**src/hw/rtl/hkf_pkg.sv**
```systemverilog
`default_nettype none
// ----------------------------------------------------------------------------
// hkf_pkg
// shared types and constants of the hot key frequency counter
// ----------------------------------------------------------------------------
package hkf_pkg;

   localparam logic [63:0] HASH_MULT    = 64'h9E37_79B9_7F4A_7C15;
   localparam logic [16:0] BOTTOM_START = 17'd99999;
   localparam logic [31:0] COUNT_MAX    = 32'hFFFF_FFFF;

   localparam logic MODE_INCREMENT = 1'b0;
   localparam logic MODE_LOOKUP    = 1'b1;

   typedef struct packed {
      logic        mode;
      logic [63:0] key;
   } req_type;

   typedef struct packed {
      logic [31:0] key_count;
      logic [31:0] top_count;
      logic [63:0] top_key;
      logic [16:0] bottom_count;
      logic [63:0] bottom_key;
      logic        table_full;
   } rsp_type;

   typedef struct packed {
      logic        valid;
      logic [63:0] key;
      logic [31:0] count;
   } slot_type;

   typedef enum logic [2:0] {
      ST_CLEAR,
      ST_IDLE,
      ST_HASH,
      ST_READ,
      ST_CHECK,
      ST_DONE
   } state_type;

endpackage

`default_nettype wire

```
**src/hw/rtl/hkf_hash.sv**
```systemverilog
`default_nettype none
// ----------------------------------------------------------------------------
// hkf_hash
// five stage home slot unit: 64-bit multiplicative hash, then the upper word
// reduced modulo the table size by reciprocal multiply and one correction
// ----------------------------------------------------------------------------
module hkf_hash
   import hkf_pkg::*;
#(
   parameter int TABLE_ENTRIES = 1024
) (
   input  wire logic                             clock,
   input  wire logic                             reset,
   input  wire logic                             start,
   input  wire logic [63:0]                      key,
   output      logic                             done,
   output      logic [$clog2(TABLE_ENTRIES)-1:0] home
);

   localparam int          IDX_W      = $clog2(TABLE_ENTRIES);
   localparam logic [63:0] RECIP_WIDE = (64'd1 << 32) / 64'(TABLE_ENTRIES);
   localparam logic [31:0] RECIP      = RECIP_WIDE[31:0];
   localparam logic [31:0] ENTRIES_32 = 32'(TABLE_ENTRIES);

   logic [4:0]       stage_ff;
   logic [63:0]      ll_ff;
   logic [31:0]      lh_ff;
   logic [31:0]      hl_ff;
   logic [31:0]      h_ff;
   logic [31:0]      h2_ff;
   logic [31:0]      h3_ff;
   logic [63:0]      qp_ff;
   logic [31:0]      qn_ff;
   logic [IDX_W-1:0] home_ff;
   logic [31:0]      diff;
   logic [31:0]      rem_fix;

   always_ff @(posedge clock) begin
      if (reset) begin
         stage_ff <= '0;
      end else begin
         stage_ff <= {stage_ff[3:0], start};
      end
   end

   // partial products of the low 64 bits of key * HASH_MULT, then modulo
   always_ff @(posedge clock) begin
      ll_ff <= {32'd0, key[31:0]} * {32'd0, HASH_MULT[31:0]};
      lh_ff <= key[31:0] * HASH_MULT[63:32];
      hl_ff <= key[63:32] * HASH_MULT[31:0];
      h_ff  <= ll_ff[63:32] + lh_ff + hl_ff;
      h2_ff <= h_ff;
      qp_ff <= {32'd0, h_ff} * {32'd0, RECIP};
      h3_ff <= h2_ff;
      qn_ff <= qp_ff[63:32] * ENTRIES_32;
      if (stage_ff[3]) begin
         home_ff <= rem_fix[IDX_W-1:0];
      end
   end

   always_comb begin
      diff    = h3_ff - qn_ff;
      rem_fix = (diff >= ENTRIES_32) ? (diff - ENTRIES_32) : diff;
   end

   assign done = stage_ff[4];
   assign home = home_ff;

endmodule

`default_nettype wire

```
**config.mk**
```make
export PLATFORM = sky130hd
export DESIGN_NAME = hkf_hash
export DESIGN_NICKNAME = d
export VERILOG_FILES = /design/src/hw/rtl/hkf_pkg.sv /design/src/hw/rtl/hkf_hash.sv
export SDC_FILE = /design/constraint.sdc
export NUM_CORES = 1
export LEC_CHECK = 0
export BUFFER_PORTS_ARGS = -buffer_cell sky130_fd_sc_hd__buf_2
export CAP_MARGIN = 20
export CORE_ASPECT_RATIO = 0.75
export CORE_UTILIZATION = 30
export DETAILED_ROUTE_END_ITERATION = 8
export PLACE_DENSITY = 0.56
export SLEW_MARGIN = 0
export SYNTH_ARGS = -nofsm -noshare
export SYNTH_HDL_FRONTEND = slang
export SYNTH_SLANG_ARGS = --single-unit
```
**constraint.sdc**
```tcl
create_clock -name clock -period 12.3 [get_ports clock]
set_input_delay 1.23 -clock clock [delete_from_list [all_inputs] [get_ports clock]]
set_output_delay 1.23 -clock clock [all_outputs]
set_load 0.03 [all_outputs]
```
==> flow_metrics.tcl, run 1 <==
set metrics [dict create \
    status "complete, no violations" \
    min_period_ps 7960 \
    antenna_cells 0 \
    r2r-end "h_ff[9]" \
    postCtsHoldBufs 0 \
    htree_levels 3 \
    synthAdderAreaFrac 0.675 \
    drv_slew 0 \
    synthFlopType "dfxtp_1" \
    cts.repair.resized 0 \
    clock_path_buffers 2 \
    r2r_slack_ps 9680 \
    grt_pass1_wl_mm 55.7 \
    ys.warnings.count 0 \
    cts_setup_buffers 0 \
    synth-seq-cells 75 \
    hold_viol 0 \
    gp_congestion 0.933 \
    die_w_um 257 \
    io_pins 78 \
    routedWlPerCell_um 16.7 \
    synth_compound_area_frac 0.0298 \
    drc 0 \
    grt_max_degree 15 \
    dp_worst_setup_slack_ps 4040 \
    synth_xor_area_frac 0.0412 \
    grt_usage 0.148 \
    initial_core_util 0.307 \
    gr-total-overflow 0 \
    via_per_inst 4.23 \
    grt_pass1_vias 9757 \
    drtIter0Drc 400 \
    crit_type "in -> reg" \
    netlist_instances 1369 \
    synth_top_family_by_area "adder cells" \
    top_layer_used "met4" \
    drv_cap 0 \
    ant_nets 0 \
    syn_to_final_growth_pct 9.34 \
    crit-reg2reg-launch "ll_ff[33]" \
    synth_edf_count 10 \
    fin_nets 2114 \
    synthArstFlopShare 0 \
    hold_path_end "h2_ff[5]" \
    finalSetupTns_ps 0 \
    cts_sinks 75 \
    crit_path_start_kind "input port" \
    final_cell_mix "495 x inv_1, 312 x ha_1, 299 x fa_1, 65 x dfxtp_1, 59 x xnor2_1" \
    hold_start "h_ff[5]" \
    synth-simple-area-share 0.0178 \
    m1WireLength_mm 17.8 \
    worstSetupEndpointType "register" \
    netlist-cell-type-count 38 \
    die_h_um 193 \
    hold_class "reg -> reg" \
    period_share 0.647 \
    first_pass_iters 5 \
    critPathRequiredTime_ps 12550 \
    clock-root-buffer "clkbuf_16" \
    cts_tree "yes" \
    core_um2 47700 \
    cts_buffers 9 \
    wl_met2_mm 14.4 \
    finalSetupViolations 0 \
    cp_max_fo 11 \
    fin_area_um2 16000 \
    hold_depth 0 \
    syn_avg_cell_area_um2 10.7 \
    relSlewSlack 0.552 \
    muxShareOfSynthArea 0 \
    clk_latency_ps 320 \
    dr_wl_met3_mm 2.30 \
    place_area_um2 15700 \
    numPortBuffers 55 \
    antenna_found_initial 1 \
    syn_area_um2 14700 \
    finClkSkew_ps 2.02 \
    synthesis.nets 2047 \
    path_clk_slew_ps 50 \
    dieArea_um2 49700 \
    hpwl_mm 31.5 \
    n_fill_cell 4832 \
    max_freq_mhz 126 \
    arrival_ps 8210 \
    rsz0062_at_grt "false" \
    drive_above_1_share 0.0541 \
    fin_ws_ps 4340 \
    num_rows 69 \
    wirelength_mm 34.7 \
    reg2regPathDepth 12 \
    vias 8805 \
    synth_seq_area_share 0.109 \
    mostFrequentLayoutCell "inv_1" \
    worst_pin_slew_ps 667 \
]
-- how the worst max path moves through the flow --
stage / start / end / slack [ps] / cells past startpoint
3_5_place_dp: key[1] / ll_ff[38] / 4040 / 22
6_report: key[1] / ll_ff[38] / 4340 / 22
3_3_place_gp: key[1] / ll_ff[38] / 4020 / 22
5_1_grt: key[1] / ll_ff[38] / 3990 / 22
4_1_cts: key[1] / ll_ff[38] / 4360 / 22
2_1_floorplan: key[5] / ll_ff[40] / 5140 / 19
-- area by class of cell --
type,instances,area (µm²),share of cell area
clock buffers,11,233,0.0145
flip-flops and latches,75,1600,0.100
inverters,496,1860,0.116
clock inverters,5,53.8,0.00336
multi-input cells,798,11200,0.698
repair buffers,56,283,0.0176
well taps,639,800,0.0499
-- through the flow --
stage,hold WS (ps),utilization,instances
CTS,325,0.336,2080
floorplan,310,-,1369
detailed placement,312,0.330,2064
global placement,314,0.330,2064
finish,324,0.336,2080
global route,329,0.336,2080
-- flip-flops by register name, summed over array words and instances (netlist names) --
name,cells
hl_ff,10
h_ff,10
h3_ff,10
lh_ff,10
home,10
stage_ff,5
h2_ff,10
ll_ff,10
-- synth_stat cells (2+ instances only) --
master	number	area share
a211oi_1	3	0.0015
a211oi_2	2	0.0017
a21o_1	9	0.0046
a21oi_1	26	0.0089
dfxtp_1	65	0.089
edfxtp_1	10	0.020
fa_1	299	0.41
ha_1	312	0.27
inv_1	495	0.13
nand2_1	9	0.0023
nand2b_1	2	0.00085
nand3_1	6	0.0020
nand4_1	2	0.00085
nor2_1	11	0.0028
nor2b_1	8	0.0034
nor3_1	7	0.0024
nor3_2	2	0.0014
nor4_1	2	0.00085
o21ai_0	7	0.0024
o21ai_1	4	0.0014
o21bai_1	3	0.0015
o22ai_1	2	0.00085
xnor2_1	59	0.035
xor2_1	10	0.0060
-- layer usage --
metal	vias to the layer above	global-route usage
met3	21	0.0366
met4	0	0.0132
li1	4195	-
met5	-	0
met1	4391	0.225
met2	198	0.216
-- logic make-up (layout without fill, tap and decap cells) --
group	Yosys count	after routing
adders and majority gates	611	611
DFF	75	75
AOI/OAI and AO/OA	67	67
buffers and inverters	496	568
and+or+nand+nor	51	51
xor gates and xnor gates	69	69
-- worst max-delay path: stages --
cell and delay [ps]:
buf_2 340, inv_1 120, fa_1 540, inv_1 90, fa_1 490, fa_1 530
fa_1 520, fa_1 530, fa_1 550, fa_1 590, inv_1 70, fa_1 550
inv_1 70, ha_1 250, a211oi_2 220, nand2_1 110, nor4_1 230, a21oi_1 120
o21ai_2 490, o31ai_1 200, a21oi_1 200, xnor2_1 130
Power of run 1 is left out: the tool's default activity adds up to more than one toggle a clock period on the data nets, which glitch-free logic cannot reach.
==> inputs of run 2 (changes only) <==
==> constraint.sdc (replaced) <==
create_clock -name clock -period 8.05 [get_ports clock]
set_input_delay 0.805 -clock clock [delete_from_list [all_inputs] [get_ports clock]]
set_output_delay 0.805 -clock clock [all_outputs]
set_load 0.03 [all_outputs]
==> flow_metrics.tcl, run 2 (synthesized netlist as in run 1, its figures left out) <==
set metrics [dict create \
    grt_usage 0.151 \
    hold_class "reg -> reg" \
    fin_ws_ps 665 \
    initial_core_util 0.307 \
    fin_nets 2120 \
    drv_cap 0 \
    arrival_ps 7640 \
    worstPathCellList "buf_2, buf_4, fa_1, fa_1, fa_1, fa_1, fa_1, fa_1, fa_1, inv_1, fa_1, inv_1, ha_1, a211oi_2, nand2_1, nor4_1, a21oi_1, o21ai_2, o31ai_1, a21oi_1, xnor2_1" \
    final_cell_mix "495 x inv_1, 312 x ha_1, 299 x fa_1, 65 x dfxtp_1, 59 x xnor2_1" \
    place_area_um2 15800 \
    hold_start "h2_ff[1]" \
    dp_worst_setup_slack_ps 335 \
    min_period_ps 7380 \
    routedWlPerCell_um 17.0 \
    crit_type "in -> reg" \
    hold_depth 0 \
    fin_area_um2 16100 \
    hpwl_mm 32.4 \
    cts_setup_buffers 0 \
    clock-root-buffer "clkbuf_16" \
    crit-reg2reg-launch "ll_ff[33]" \
    drc 0 \
    cts_buffers 9 \
    ant_nets 0 \
    via_per_inst 4.25 \
    gp_congestion 0.922 \
    first_pass_iters 4 \
    layoutNonFillerInstCount 2086 \
    core_um2 47700 \
    cp_max_fo 7 \
    clock_path_buffers 2 \
    r2r-end "h_ff[9]" \
    cts.repair.resized 0 \
    cp_common_cell "fa_1" \
    max_freq_mhz 135 \
    cts_sinks 75 \
    vias 8859 \
    grt_pass1_vias 10109 \
    die_w_um 257 \
    critPathRequiredTime_ps 8310 \
    path_clk_slew_ps 50 \
    num_rows 69 \
    hold_path_end "h3_ff[1]" \
    syn_to_final_growth_pct 9.56 \
    postCtsHoldBufs 0 \
    rsz0062_at_grt "false" \
    finalSetupViolations 0 \
    crit_path_start_kind "input port" \
    worst_pin_slew_ps 517 \
    period_share 0.917 \
    numPortBuffers 55 \
    hold_viol 0 \
    n_fill_cell 4821 \
    worstSetupEndpointType "register" \
    cts_tree "yes" \
    antenna_cells 0 \
    mostFrequentLayoutCell "inv_1" \
    dieArea_um2 49700 \
    critPathMaxStageDelay_ps 680 \
    grt_pass1_wl_mm 57.0 \
    drive_above_1_share 0.0594 \
    gr-total-overflow 0 \
    wirelength_mm 35.6 \
    status "complete, no violations" \
    finalSetupTns_ps 0 \
    grt_max_degree 14 \
    cp_slowest_cell "fa_1" \
    dpl.cell_count 2070 \
    antenna_found_initial 0 \
    drtIter0Drc 452 \
    io_pins 78 \
    die_h_um 193 \
    relSlewSlack 0.653 \
    r2r_slack_ps 5320 \
    drv_slew 0 \
    clk_latency_ps 330 \
    finClkSkew_ps 5.45 \
    reg2regPathDepth 12 \
    htree_levels 3 \
]
-- run 2: area by class of cell --
cell class | count | area (µm²) | area share
repair buffers | 62 | 328 | 0.0204
clock inverters | 4 | 27.5 | 0.00171
clock buffers | 12 | 246 | 0.0154
inverters | 496 | 1860 | 0.116
multi-input cells | 798 | 11200 | 0.697
well taps | 639 | 800 | 0.0498
flip-flops and latches | 75 | 1600 | 0.0998
-- run 2: how the worst max path moves through the flow --
| stage | from | endpoint | slack (ps) |
|---|---|---|---|
| after detailed placement | key[1] | ll_ff[38] | 340 |
| final | key[1] | ll_ff[38] | 670 |
| after CTS | key[1] | ll_ff[38] | 660 |
| after global routing | key[1] | ll_ff[38] | 430 |
| after global placement | key[1] | ll_ff[38] | 360 |
| after floorplan | key[5] | ll_ff[40] | 1310 |
-- run 2: critical path: cells and delay by family --
family                     cells  cell delay (ps)
adders and majority gates      9             4680
buffers and inverters          4              530
xor gates and xnor gates       1              130
and+or+nand+nor                2              360
AOI/OAI and AO/OA              5             1130
-- run 2: metrics by stage --
stage | utilization | hold slack, ps
after floorplan | - | 310
after global placement | 0.331 | 314
after detailed placement | 0.331 | 312
after CTS | 0.336 | 325
after global routing | 0.336 | 328
final | 0.336 | 324
-- run 2: routing by layer --
metal | vias to the layer above | share of wire | track usage
li1 | 4202 | - | -
met1 | 4445 | 0.52 | 0.233
met2 | 193 | 0.41 | 0.219
met3 | 19 | 0.060 | 0.0305
met4 | 0 | 0.0096 | 0.0212
met5 | - | 0 | 0
Power of run 2 is left out for the same reason.
